## src/rtl/jsu_pkg.sv

```systemverilog
// Shared types, codes and helpers for the JSON string unescaper.
// No dependencies; imported by every module of the block.
package jsu_pkg;

  localparam int unsigned MAX_OUT = 3;

  // decoder mode codes; values 6 and 7 behave as plain text
  localparam logic [2:0] MODE_PLAIN = 3'd0;
  localparam logic [2:0] MODE_ESC   = 3'd1;
  localparam logic [2:0] MODE_HEX1  = 3'd2;
  localparam logic [2:0] MODE_HEX4  = 3'd5;

  // result status codes
  localparam logic [2:0] ST_BYTE   = 3'd0;
  localparam logic [2:0] ST_DONE   = 3'd1;
  localparam logic [2:0] ST_BADESC = 3'd2;
  localparam logic [2:0] ST_BADHEX = 3'd3;
  localparam logic [2:0] ST_EOF    = 3'd4;

  localparam logic [7:0] CH_QUOTE = 8'h22;
  localparam logic [7:0] CH_BSL   = 8'h5c;
  localparam logic [7:0] CH_SLASH = 8'h2f;
  localparam logic [7:0] CH_B     = 8'h62;
  localparam logic [7:0] CH_F     = 8'h66;
  localparam logic [7:0] CH_N     = 8'h6e;
  localparam logic [7:0] CH_R     = 8'h72;
  localparam logic [7:0] CH_T     = 8'h74;
  localparam logic [7:0] CH_U     = 8'h75;

  localparam logic [15:0] CP_1B_MAX = 16'h007f;
  localparam logic [15:0] CP_2B_MAX = 16'h07ff;
  localparam logic [7:0]  UTF_LEAD2 = 8'hc0;
  localparam logic [7:0]  UTF_LEAD3 = 8'he0;
  localparam logic [7:0]  UTF_CONT  = 8'h80;
  localparam logic [5:0]  UTF_MASK  = 6'h3f;

  // all results caused by one input item
  typedef struct packed {
    logic [1:0]             cnt;     // number of results, 0..3
    logic [2:0]             status;
    logic [MAX_OUT-1:0][7:0] bytes;  // element 0 goes out first
  } jsu_bundle_t;

  // hex digit decode: {valid, value}
  function automatic logic [4:0] hex_digit(input logic [7:0] c);
    logic [4:0] r;
    r = 5'd0;
    if (c >= 8'h30 && c <= 8'h39) begin
      r = {1'b1, c[3:0]};
    end else if ((c >= 8'h61 && c <= 8'h66) || (c >= 8'h41 && c <= 8'h46)) begin
      r = {1'b1, c[3:0] + 4'd9};
    end
    return r;
  endfunction

endpackage

```

## src/rtl/jsu_decode.sv

```systemverilog
// Escape decoder: mode and hex accumulator state plus the per-item result bundle.
// Depends on jsu_pkg.
module jsu_decode import jsu_pkg::*; (
  input  logic        clk,
  input  logic        rst_n,
  input  logic        take,     // registered item is consumed this cycle
  input  logic        kind,     // 1 = end of input
  input  logic [7:0]  in_byte,
  output jsu_bundle_t bundle
);

  logic [2:0]  mode_r, mode_nxt;
  logic [15:0] acc_r, acc_nxt;
  logic [4:0]  hd;
  logic [15:0] cp;

  assign hd = hex_digit(in_byte);
  assign cp = {acc_r[11:0], hd[3:0]};

  always_comb begin
    mode_nxt      = mode_r;
    acc_nxt       = acc_r;
    bundle.cnt    = 2'd0;
    bundle.status = ST_BYTE;
    bundle.bytes  = '0;
    if (kind) begin
      mode_nxt      = MODE_PLAIN;
      acc_nxt       = 16'd0;
      bundle.cnt    = 2'd1;
      bundle.status = ST_EOF;
    end else begin
      case (mode_r)
        MODE_ESC: begin
          mode_nxt   = MODE_PLAIN;
          bundle.cnt = 2'd1;
          case (in_byte)
            CH_QUOTE, CH_BSL, CH_SLASH: bundle.bytes[0] = in_byte;
            CH_B: bundle.bytes[0] = 8'h08;
            CH_F: bundle.bytes[0] = 8'h0c;
            CH_N: bundle.bytes[0] = 8'h0a;
            CH_R: bundle.bytes[0] = 8'h0d;
            CH_T: bundle.bytes[0] = 8'h09;
            CH_U: begin
              mode_nxt   = MODE_HEX1;
              acc_nxt    = 16'd0;
              bundle.cnt = 2'd0;
            end
            default: begin
              acc_nxt       = 16'd0;
              bundle.status = ST_BADESC;
            end
          endcase
        end
        default: begin
          if (mode_r inside {[MODE_HEX1:MODE_HEX4]}) begin
            if (!hd[4]) begin
              mode_nxt      = MODE_PLAIN;
              acc_nxt       = 16'd0;
              bundle.cnt    = 2'd1;
              bundle.status = ST_BADHEX;
            end else if (mode_r == MODE_HEX4) begin
              mode_nxt = MODE_PLAIN;
              acc_nxt  = 16'd0;
              if (cp <= CP_1B_MAX) begin
                bundle.cnt      = 2'd1;
                bundle.bytes[0] = cp[7:0];
              end else if (cp <= CP_2B_MAX) begin
                bundle.cnt      = 2'd2;
                bundle.bytes[0] = UTF_LEAD2 | {3'b000, cp[10:6]};
                bundle.bytes[1] = UTF_CONT | {2'b00, cp[5:0] & UTF_MASK};
              end else begin
                bundle.cnt      = 2'd3;
                bundle.bytes[0] = UTF_LEAD3 | {4'b0000, cp[15:12]};
                bundle.bytes[1] = UTF_CONT | {2'b00, cp[11:6] & UTF_MASK};
                bundle.bytes[2] = UTF_CONT | {2'b00, cp[5:0] & UTF_MASK};
              end
            end else begin
              mode_nxt = mode_r + 3'd1;
              acc_nxt  = cp;
            end
          end else begin
            // plain text, including the unused mode codes
            mode_nxt = MODE_PLAIN;
            if (in_byte == CH_QUOTE) begin
              acc_nxt       = 16'd0;
              bundle.cnt    = 2'd1;
              bundle.status = ST_DONE;
            end else if (in_byte == CH_BSL) begin
              mode_nxt = MODE_ESC;
            end else begin
              bundle.cnt      = 2'd1;
              bundle.bytes[0] = in_byte;
            end
          end
        end
      endcase
    end
  end

  always_ff @(posedge clk) begin
    if (!rst_n) begin
      mode_r <= MODE_PLAIN;
      acc_r  <= 16'd0;
    end else if (take) begin
      mode_r <= mode_nxt;
      acc_r  <= acc_nxt;
    end
  end

endmodule

```

## src/rtl/jsu_emit.sv

```systemverilog
// Result register: holds one item's bundle and sends its results one per request.
// Depends on jsu_pkg.
module jsu_emit import jsu_pkg::*; (
  input  logic        clk,
  input  logic        rst_n,
  input  logic        load,       // take a new bundle
  input  jsu_bundle_t bundle,
  output logic        can_load,   // free now or freed by this cycle's request
  output logic        out_tvalid,
  input  logic        out_tready,
  output logic [7:0]  out_tdata,
  output logic [2:0]  out_tuser,
  output logic        out_tlast
);

  logic [1:0]               left_r;
  logic [1:0]               idx_r;
  logic [2:0]               status_r;
  logic [MAX_OUT-1:0][7:0]  bytes_r;
  logic                     fire;

  assign out_tvalid = (left_r != 2'd0);
  assign fire       = out_tvalid && out_tready;
  assign can_load   = (left_r == 2'd0) || (left_r == 2'd1 && out_tready);
  assign out_tdata  = bytes_r[idx_r];
  assign out_tuser  = status_r;
  assign out_tlast  = (left_r == 2'd1);

  always_ff @(posedge clk) begin
    if (!rst_n) begin
      left_r <= 2'd0;
      idx_r  <= 2'd0;
    end else if (load) begin
      left_r <= bundle.cnt;
      idx_r  <= 2'd0;
    end else if (fire) begin
      left_r <= left_r - 2'd1;
      idx_r  <= idx_r + 2'd1;
    end
  end

  always_ff @(posedge clk) begin
    if (load) begin
      status_r <= bundle.status;
      bytes_r  <= bundle.bytes;
    end
  end

endmodule

```

## src/rtl/json_string_unescape.sv

```systemverilog
// Top level of the JSON string unescaper: input register, decoder, result register.
// Depends on jsu_pkg, jsu_decode and jsu_emit.
//
//   channel  | direction | tdata          | tuser          | tlast
//   in_      | sink      | [7:0] in_byte  | [0] kind       | -
//   out_     | source    | [7:0] out_byte | [2:0] status   | last
//
// Each request passes an input register, the combinational decode logic and
// the result register, which drives the output channel.
// One input item per cycle is sustained while items give one result or none
// and out_tready stays high; a \u escape giving two or three UTF-8 bytes holds
// the input while the result register drains.
// rst_n is synchronous, active low: decoder returns to plain text, both
// registers empty. Back pressure on out_tready stalls the result register,
// then the input register, then in_tready.
module json_string_unescape import jsu_pkg::*; (
  input  logic       clk,
  input  logic       rst_n,
  input  logic       in_tvalid,
  output logic       in_tready,
  input  logic [7:0] in_tdata,   // [7:0] in_byte
  input  logic       in_tuser,   // [0] kind: 1 = end of input
  output logic       out_tvalid,
  input  logic       out_tready,
  output logic [7:0] out_tdata,  // [7:0] out_byte
  output logic [2:0] out_tuser,  // [2:0] status
  output logic       out_tlast   // last result of an input request
);

  logic        in_vld_r;
  logic        kind_r;
  logic [7:0]  byte_r;
  logic        can_load;
  logic        take;
  jsu_bundle_t bundle;

  // registered item moves into decode when the result register can accept its bundle
  assign take      = in_vld_r && can_load;
  assign in_tready = !in_vld_r || take;

  always_ff @(posedge clk) begin
    if (!rst_n) begin
      in_vld_r <= 1'b0;
    end else if (in_tready) begin
      in_vld_r <= in_tvalid;
    end
  end

  always_ff @(posedge clk) begin
    if (in_tready && in_tvalid) begin
      kind_r <= in_tuser;
      byte_r <= in_tdata;
    end
  end

  jsu_decode u_decode (
    .clk     (clk),
    .rst_n   (rst_n),
    .take    (take),
    .kind    (kind_r),
    .in_byte (byte_r),
    .bundle  (bundle)
  );

  jsu_emit u_emit (
    .clk        (clk),
    .rst_n      (rst_n),
    .load       (take),
    .bundle     (bundle),
    .can_load   (can_load),
    .out_tvalid (out_tvalid),
    .out_tready (out_tready),
    .out_tdata  (out_tdata),
    .out_tuser  (out_tuser),
    .out_tlast  (out_tlast)
  );

endmodule

```

## config.mk

```make
export PLATFORM = sky130hd
export DESIGN_NAME = json_string_unescape
export DESIGN_NICKNAME = d
export VERILOG_FILES = /design/src/rtl/jsu_pkg.sv /design/src/rtl/jsu_decode.sv /design/src/rtl/jsu_emit.sv /design/src/rtl/json_string_unescape.sv
export SDC_FILE = /design/constraint.sdc
export NUM_CORES = 1
export LEC_CHECK = 0
export ABC_AREA = 1
export BUFFER_PORTS_ARGS = -buffer_cell sky130_fd_sc_hd__buf_4
export CAP_MARGIN = 5
export CELL_PAD_IN_SITES_DETAIL_PLACEMENT = 0
export CELL_PAD_IN_SITES_GLOBAL_PLACEMENT = 1
export CORE_MARGIN = 5
export CORE_UTILIZATION = 40
export CTS_CLUSTER_SIZE = 10
export DETAILED_ROUTE_END_ITERATION = 7
export PLACE_DENSITY_LB_ADDON = 0.05
export SYNTH_ARGS = -nofsm -noshare
export SYNTH_HDL_FRONTEND = slang
export SYNTH_SLANG_ARGS = --single-unit
```

## constraint.sdc

```tcl
create_clock -name clk -period 5.65 [get_ports clk]
set_input_delay 0.8475 -clock clk [delete_from_list [all_inputs] [get_ports clk]]
set_output_delay 0.8475 -clock clk [all_outputs]
set_load 0.005 [all_outputs]
```

=== After elaboration in Yosys (flattened, before gate mapping) ===
Cells that the tools add are included.

* Mux-type cells: 44
* Order comparisons: 11
* Add/subtract/negate cells: 4
* Reduce and logical (&&, ||, !) cells: 23
* Equal/unequal tests: 13
* Bitwise logic cells: 4

{| class="wikitable"
|+ Operator list
! kind !! count
|-
| $mux 12 || 7
|-
| $mux 8 || 9
|-
| $eq 8x7->1 const B || 7
|-
| $pmux 8 s6 || 1
|-
| $mux 5 || 5
|-
| $mux 2 || 9
|-
| $bmux 8 s2 || 1
|-
| $eq 8x6->1 const B || 2
|-
| $ge 8x7->1 const B || 2
|-
| $le 16x11->1 const B || 1
|-
| $le 16x7->1 const B || 1
|-
| $le 8x7->1 const B || 2
|-
| $mux 3 || 5
|-
| $mux 14 || 1
|-
| $reduce_or 9->1 || 1
|-
| $ge 8x6->1 const B || 1
|-
| $le 8x6->1 const B || 1
|-
| $logic_and 1x1->1 || 8
|-
| $reduce_or 8->1 || 1
|-
| $reduce_or 7->1 || 1
|-
| $mux 1 || 6
|-
| $reduce_or 6->1 || 1
|-
| $add 4x4->4 const B || 1
|-
| $not 1->1 || 4
|-
| 18 further kinds || 21
|}

* Word-level logic and storage cells: 111
* Register bits after elaboration: 56

=== Logic depth before layout (Yosys ltp) ===
* Depth in word-level cells: 14
* Depth in mapped cells: 16
* Depth with buffers taken out: 16

=== Modules after synthesis ===
From an unflattened synthesis, not the netlist that was laid out.

* Cells, all modules: 438
* Area total of the unflattened synthesis: 3309.4 µm²

{| class="wikitable"
|+ By module, submodules not included
! module !! cells an instance !! area an instance (µm²) !! instances
|-
| jsu_decode || 317 || 1734.2 || 1
|-
| jsu_emit || 103 || 1246.2 || 1
|-
| json_string_unescape || 18 || 329.1 || 1
|}

=== Least setup slack after synthesis ===
Ideal clock, no wire load.

* Path type: input -> register
* Start: in out_tready
* End: reg u_decode.acc_r[7]
* Setup slack: 2.611 ns
* Required time: 5.582 ns
* Stages: 8
* Buffers on the path: 1
* Data arrival time: 2.971 ns
* Cells stage by stage: a21oi_1 > nor2_1 > inv_1 > nor2_2 > and3_1 > buf_4 > nand2_1 > a21oi_2

* Longest elaborated chain between the ends: 4

{| class="wikitable"
|+ Ends and longest elaborated chain
! what !! line !! text
|-
| start, declared || json_string_unescape.sv:24 || <nowiki>input logic out_tready,</nowiki>
|-
| $logic_and 1x1->1 || jsu_emit.sv:24 || <nowiki>assign can_load = (left_r == 2'd0) || (left_r == 2'd1 && out_tready);</nowiki>
|-
| $logic_or 1x1->1 || jsu_emit.sv:24 ||
|-
| $logic_and 1x1->1 || json_string_unescape.sv:38 || <nowiki>assign take = in_vld_r && can_load;</nowiki>
|-
| via take || json_string_unescape.sv:34 || <nowiki>logic take;</nowiki>
|-
| $reduce_and 3->1 (no line) || -- ||
|-
| end signal, assigned || jsu_decode.sv:106 || <nowiki>acc_r <= acc_nxt;</nowiki>
|-
| end, declared || jsu_decode.sv:13 || <nowiki>logic [15:0] acc_r, acc_nxt;</nowiki>
|}

The timed path passes the listed nets, and every way through them passes these cells.
A chain may end at the register's enable or synchronous reset.

=== Worst setup path after layout ===
* Start: reg byte_r[0]
* End: reg u_emit.bytes_r[19] (netlist name), data pin

* Longest elaborated chain between the ends: 7
* Elaborated cells between the ends (all ways): 17

{| class="wikitable"
|+ Ends and longest elaborated chain
! what !! line !! text
|-
| start, declared || json_string_unescape.sv:32 || <nowiki>logic [7:0] byte_r;</nowiki>
|-
| start signal, assigned || json_string_unescape.sv:52 || <nowiki>byte_r <= in_tdata;</nowiki>
|-
| $ge 8x7->1 or $le 8x7->1 (tied branches) || jsu_pkg.sv:50 || <nowiki>end else if ((c >= 8'h61 && c <= 8'h66) || (c >= 8'h41 && c <= 8'h46)) begin</nowiki>
|-
| $logic_and 1x1->1 || jsu_pkg.sv:50 ||
|-
| $logic_or 1x1->1 || jsu_pkg.sv:50 ||
|-
| $mux 5 || jsu_pkg.sv:50 ||
|-
| $mux 5 (*) || jsu_pkg.sv:48 || <nowiki>if (c >= 8'h30 && c <= 8'h39) begin</nowiki>
|-
| $le 16x11->1 (tied with other cells) || jsu_decode.sv:67 || <nowiki>end else if (cp <= CP_2B_MAX) begin</nowiki>
|-
| $reduce_or 7->1 (no line) || -- ||
|-
| end signal, assigned || jsu_emit.sv:45 || <nowiki>bytes_r <= bundle.bytes;</nowiki>
|-
| end, declared || jsu_emit.sv:19 || <nowiki>logic [MAX_OUT-1:0][7:0] bytes_r;</nowiki>
|}

Mark *: on every way between the ends. The rest lies on a longest branch, timed or not.

==> flow_results.xml <==
<?xml version="1.0" encoding="UTF-8"?>
<metrics>
  <group name="global_route">
    <metric name="grt_pass1_wl" unit="mm">13.3</metric>
    <metric name="first_global_vias" unit="">2639</metric>
    <metric name="antenna_found_initial" unit="">0</metric>
    <metric name="grt_start_max_net_pins" unit="">30</metric>
    <metric name="global_route.overflow_total" unit="">0</metric>
    <metric name="grtUsageTotal" unit="">0.171</metric>
  </group>
  <group name="setup_path">
    <metric name="end_kind" unit="">flip-flop</metric>
    <metric name="worst-setup-path-type" unit="">reg2reg</metric>
    <metric name="timing.critical_path.cells" unit="">inv_1, ha_1, o21ai_0, nand2_1, nand2_2, nand3_2, nand2_2, clkinv_2, nand2_4, nor2_8, nand2_4, nor2_1</metric>
    <metric name="worst_setup_path_start_kind" unit="">flip-flop</metric>
    <metric name="r2r_setup_slack" unit="ns">3.20</metric>
    <metric name="worst_path_max_fanout" unit="">9</metric>
    <metric name="required" unit="ns">5.73</metric>
    <metric name="critPathLaunch" unit="">byte_r[0]</metric>
    <metric name="crit_slowest_cell" unit="">sky130_fd_sc_hd__edfxtp_1</metric>
    <metric name="r2r_start" unit="">byte_r[0]</metric>
    <metric name="critical_path_arrival" unit="ns">2.53</metric>
    <metric name="timing.reg2reg.worst_path_depth" unit="">12</metric>
    <metric name="crit_path_max_incr_delay" unit="ns">0.52</metric>
  </group>
  <group name="placed_design">
    <metric name="gp_congestion" unit="">0.863</metric>
    <metric name="placed_area" unit="um^2">3410</metric>
    <metric name="detailedPlace.worstSlack" unit="ns">3.13</metric>
    <metric name="dp.final_hpwl" unit="mm">6.34</metric>
    <metric name="io_buffer_count" unit="">26</metric>
  </group>
  <group name="logic_synthesis">
    <metric name="postSynth.asyncResetShare" unit="">0</metric>
    <metric name="synth-main-ff-cell" unit="">sky130_fd_sc_hd__edfxtp_1</metric>
    <metric name="syn_avg_cell_area" unit="um^2">7.58</metric>
    <metric name="yosysWarnings" unit="">0</metric>
    <metric name="synth_area_leaders" unit="">sky130_fd_sc_hd__edfxtp_1 (33%), sky130_fd_sc_hd__nand2_1 (13%), sky130_fd_sc_hd__dfxtp_1 (13%)</metric>
    <metric name="ys_seq_area_frac" unit="">0.453</metric>
    <metric name="post_synth_cell_types" unit="">37</metric>
    <metric name="mappedNetlistNets" unit="">433</metric>
    <metric name="yosys.cell_count.top_type" unit="">sky130_fd_sc_hd__nand2_1</metric>
    <metric name="netlist.top_cell.by_area" unit="">sky130_fd_sc_hd__edfxtp_1</metric>
    <metric name="ys_top_cells_by_count" unit="">sky130_fd_sc_hd__nand2_1 (111), sky130_fd_sc_hd__nor2_1 (49), sky130_fd_sc_hd__inv_1 (37), sky130_fd_sc_hd__edfxtp_1 (34), sky130_fd_sc_hd__a21oi_1 (29)</metric>
    <metric name="synth-edff-count" unit="">34</metric>
    <metric name="synth.ff_latch_count" unit="">54</metric>
    <metric name="yosys.area.top_type_share" unit="">0.325</metric>
    <metric name="synthesis.area" unit="um^2">3140</metric>
    <metric name="syn-instance-count" unit="">414</metric>
  </group>
  <group name="cells_and_area">
    <metric name="antennaDiodeCount" unit="">0</metric>
    <metric name="area_delta_synth_final" unit="%">12.3</metric>
    <metric name="fillers" unit="">795</metric>
    <metric name="final_design_area_no_fill" unit="um^2">3520</metric>
    <metric name="finish.net_count" unit="">456</metric>
    <metric name="layout-drive-gt1-share" unit="">0.155</metric>
  </group>
  <group name="sta">
    <metric name="finalWorstSetupSlack" unit="ns">3.20</metric>
    <metric name="timing.clock.skew" unit="ns">0.00716</metric>
    <metric name="timing_max_transition_violations_final" unit="">0</metric>
    <metric name="timing.final.hold_violations" unit="">0</metric>
    <metric name="worstMarginPinSlew" unit="ns">0.684</metric>
    <metric name="final_period_util" unit="">0.434</metric>
    <metric name="final_period_minus_worst_setup_slack" unit="ns">2.45</metric>
    <metric name="final.setup.tns" unit="ns">0</metric>
    <metric name="setup_repair_after_global_routing_missed_its_margin" unit="">false</metric>
    <metric name="timing.slew.headroom" unit="">0.542</metric>
    <metric name="setup_violations" unit="">0</metric>
    <metric name="max_clock_freq" unit="GHz">0.408</metric>
  </group>
  <group name="die">
    <metric name="die_height" unit="um">98.6</metric>
    <metric name="initial_utilization" unit="">0.408</metric>
    <metric name="floorplan.rows" unit="">32</metric>
    <metric name="fp.coreArea" unit="um^2">7690</metric>
    <metric name="io_pins" unit="">27</metric>
    <metric name="die_w" unit="um">98.6</metric>
    <metric name="dieArea" unit="um^2">9720</metric>
  </group>
  <group name="route">
    <metric name="drtAntennaViolNets" unit="">0</metric>
    <metric name="detail_route.wirelength" unit="mm">8.13</metric>
    <metric name="firstDrtPassIters" unit="">5</metric>
    <metric name="drt_drc_violations_left" unit="">0</metric>
    <metric name="vias" unit="">2717</metric>
    <metric name="first_iteration_detailed_routing_drc_count" unit="">164</metric>
    <metric name="routed_wire_length_per_instance" unit="um">15.1</metric>
    <metric name="routed_via_density" unit="">5.03</metric>
  </group>
  <group name="pwr">
    <metric name="power.combinational.fraction" unit="">0.239</metric>
    <metric name="pwr_density_cell" unit="nW/um^2">289</metric>
    <metric name="power_switching_share" unit="">0.313</metric>
    <metric name="internal_power" unit="uW">699</metric>
    <metric name="cellLeakagePower" unit="uW">0.00147</metric>
    <metric name="power.share.sequential" unit="">0.496</metric>
    <metric name="power_switching" unit="uW">319</metric>
    <metric name="clockPowerShare" unit="">0.265</metric>
    <metric name="max-vdd-ir-drop" unit="mV">0.118</metric>
  </group>
  <group name="clock_tree">
    <metric name="clkLatencyLatePin" unit="ns">0.32</metric>
    <metric name="cts-buffers-inserted" unit="">5</metric>
    <metric name="cts.htree.levels" unit="">2</metric>
    <metric name="clk_pin_slew_worst_paths" unit="ns">0.10</metric>
    <metric name="cts-root-buf" unit="">sky130_fd_sc_hd__clkbuf_8</metric>
    <metric name="tritoncts" unit="">done</metric>
    <metric name="clkSinkCount" unit="">54</metric>
    <metric name="cts_repair_resize_count" unit="">0</metric>
    <metric name="cts_setup_buffers" unit="">0</metric>
    <metric name="cts.path.max_buffers" unit="">2</metric>
    <metric name="cts_hold_buf" unit="">0</metric>
  </group>
  <group name="worst_hold_path">
    <metric name="min_from" unit="">u_decode.acc_r[11]</metric>
    <metric name="classification_of_the_worst_slack_hold_path" unit="">reg2reg</metric>
    <metric name="hold-path-cell-count" unit="">2</metric>
  </group>
  <group name="job">
    <metric name="max_cap_violations" unit="">0</metric>
  </group>
  <group name="outcome">
    <metric name="run_status" unit="">completed</metric>
  </group>
</metrics>
## layout by cell type (no fill, tap or decap)
cell type / synthesis / routed
sky130_fd_sc_hd__a21boi_1: 1 / 1
sky130_fd_sc_hd__a21oi_1: 29 / 29
sky130_fd_sc_hd__a21oi_2: 5 / 5
sky130_fd_sc_hd__a31oi_1: 4 / 4
sky130_fd_sc_hd__a41oi_1: 1 / 1
sky130_fd_sc_hd__and3_1: 1 / 1
sky130_fd_sc_hd__buf_4: 2 / 27
sky130_fd_sc_hd__bufinv_16: 0 / 1
sky130_fd_sc_hd__clkbuf_8: 0 / 5
sky130_fd_sc_hd__clkinv_1: 0 / 1
sky130_fd_sc_hd__clkinv_2: 1 / 1
sky130_fd_sc_hd__dfxtp_1: 20 / 20
sky130_fd_sc_hd__edfxtp_1: 34 / 34
sky130_fd_sc_hd__ha_1: 6 / 6
sky130_fd_sc_hd__inv_1: 37 / 37
sky130_fd_sc_hd__inv_2: 8 / 8
sky130_fd_sc_hd__inv_6: 0 / 1
sky130_fd_sc_hd__nand2_1: 111 / 111
sky130_fd_sc_hd__nand2_2: 5 / 5
sky130_fd_sc_hd__nand2_4: 2 / 2
sky130_fd_sc_hd__nand3_1: 25 / 25
sky130_fd_sc_hd__nand3_2: 2 / 2
sky130_fd_sc_hd__nand4_1: 7 / 7
sky130_fd_sc_hd__nor2_1: 49 / 48
sky130_fd_sc_hd__nor2_2: 7 / 8
sky130_fd_sc_hd__nor2_8: 1 / 1
sky130_fd_sc_hd__nor3_1: 4 / 4
sky130_fd_sc_hd__nor3_2: 2 / 2
sky130_fd_sc_hd__nor4_1: 1 / 1
sky130_fd_sc_hd__o2111ai_1: 1 / 1
sky130_fd_sc_hd__o211ai_1: 2 / 2
sky130_fd_sc_hd__o21a_1: 2 / 2
sky130_fd_sc_hd__o21ai_0: 28 / 28
sky130_fd_sc_hd__o21ai_1: 4 / 4
sky130_fd_sc_hd__o22ai_1: 1 / 1
sky130_fd_sc_hd__or2_0: 1 / 1
sky130_fd_sc_hd__xor2_1: 1 / 1
## layer usage
metal	GRT usage	routed length (um)
met5	0	0
met4	0.0609	187
met3	0.0248	255
met2	0.270	3720
met1	0.240	3970
## area by class of cell
class                   instances  area, um^2  share of cell area
repair buffers                 27         203              0.0575
flip-flops and latches         54        1420               0.403
well taps                     102         128              0.0362
clock buffers                   5        68.8              0.0195
inverters                      46         174              0.0493
clock inverters                 3        42.5              0.0121
multi-input cells             303        1490               0.422
## per-stage QoR
step / hold slack, ns / total power [uW] / utilization / std cells
2_1_floorplan: 0.452 / 656 / - / 414
3_3_place_gp: 0.472 / 760 / 0.444 / 532
3_5_place_dp: 0.479 / 761 / 0.444 / 532
4_1_cts: 0.494 / 1030 / 0.458 / 540
5_1_grt: 0.508 / 1080 / 0.458 / 540
6_report: 0.490 / 1020 / 0.458 / 540
## cells by family (layout without fill, tap and decap cells)
kind of cell | count (synthesis) | count (layout) | share of synthesized area
AND/OR/NAND/NOR | 218 | 218 | 0.308
XOR/XNOR | 1 | 1 | 0.00279
adder cells (fa/ha/maj) | 6 | 6 | 0.0239
AO/OA/AOI/OAI | 78 | 78 | 0.139
buffers and inverters | 57 | 81 | 0.0741
flip-flops | 54 | 54 | 0.453
## worst paths after layout
kind / endpoint
max: u_emit.bytes_r[19]
min: u_decode.acc_r[11]
max reg2reg: u_emit.bytes_r[19]
min reg2reg: u_decode.acc_r[11]
## worst max-delay path: cells and delay by family, from the launching register on
family	cells	cell delay, ns
compound gates	1	0.17
fa+ha+maj	1	0.30
buf+inv	2	0.28
flops	1	0.52
simple gates	8	0.96
## state kept, by name, summed over array words and instances, names as in the netlist
register	flops
u_emit.out_tuser	3
u_decode.mode_r	3
u_emit.idx_r	2
u_decode.acc_r	12
u_emit.left_r	2
kind_r	1
byte_r	8
u_emit.bytes_r	22
in_vld_r	1
## power groups by stage
stage / sequential, uW / combinational, uW / clock, uW
3_5_place_dp: 515 / 247 / 0
3_3_place_gp: 514 / 246 / 0
6_report: 504 / 243 / 270
4_1_cts: 505 / 247 / 276
5_1_grt: 511 / 280 / 291
2_1_floorplan: 498 / 158 / 0
(Power assumes the default switching activity.)
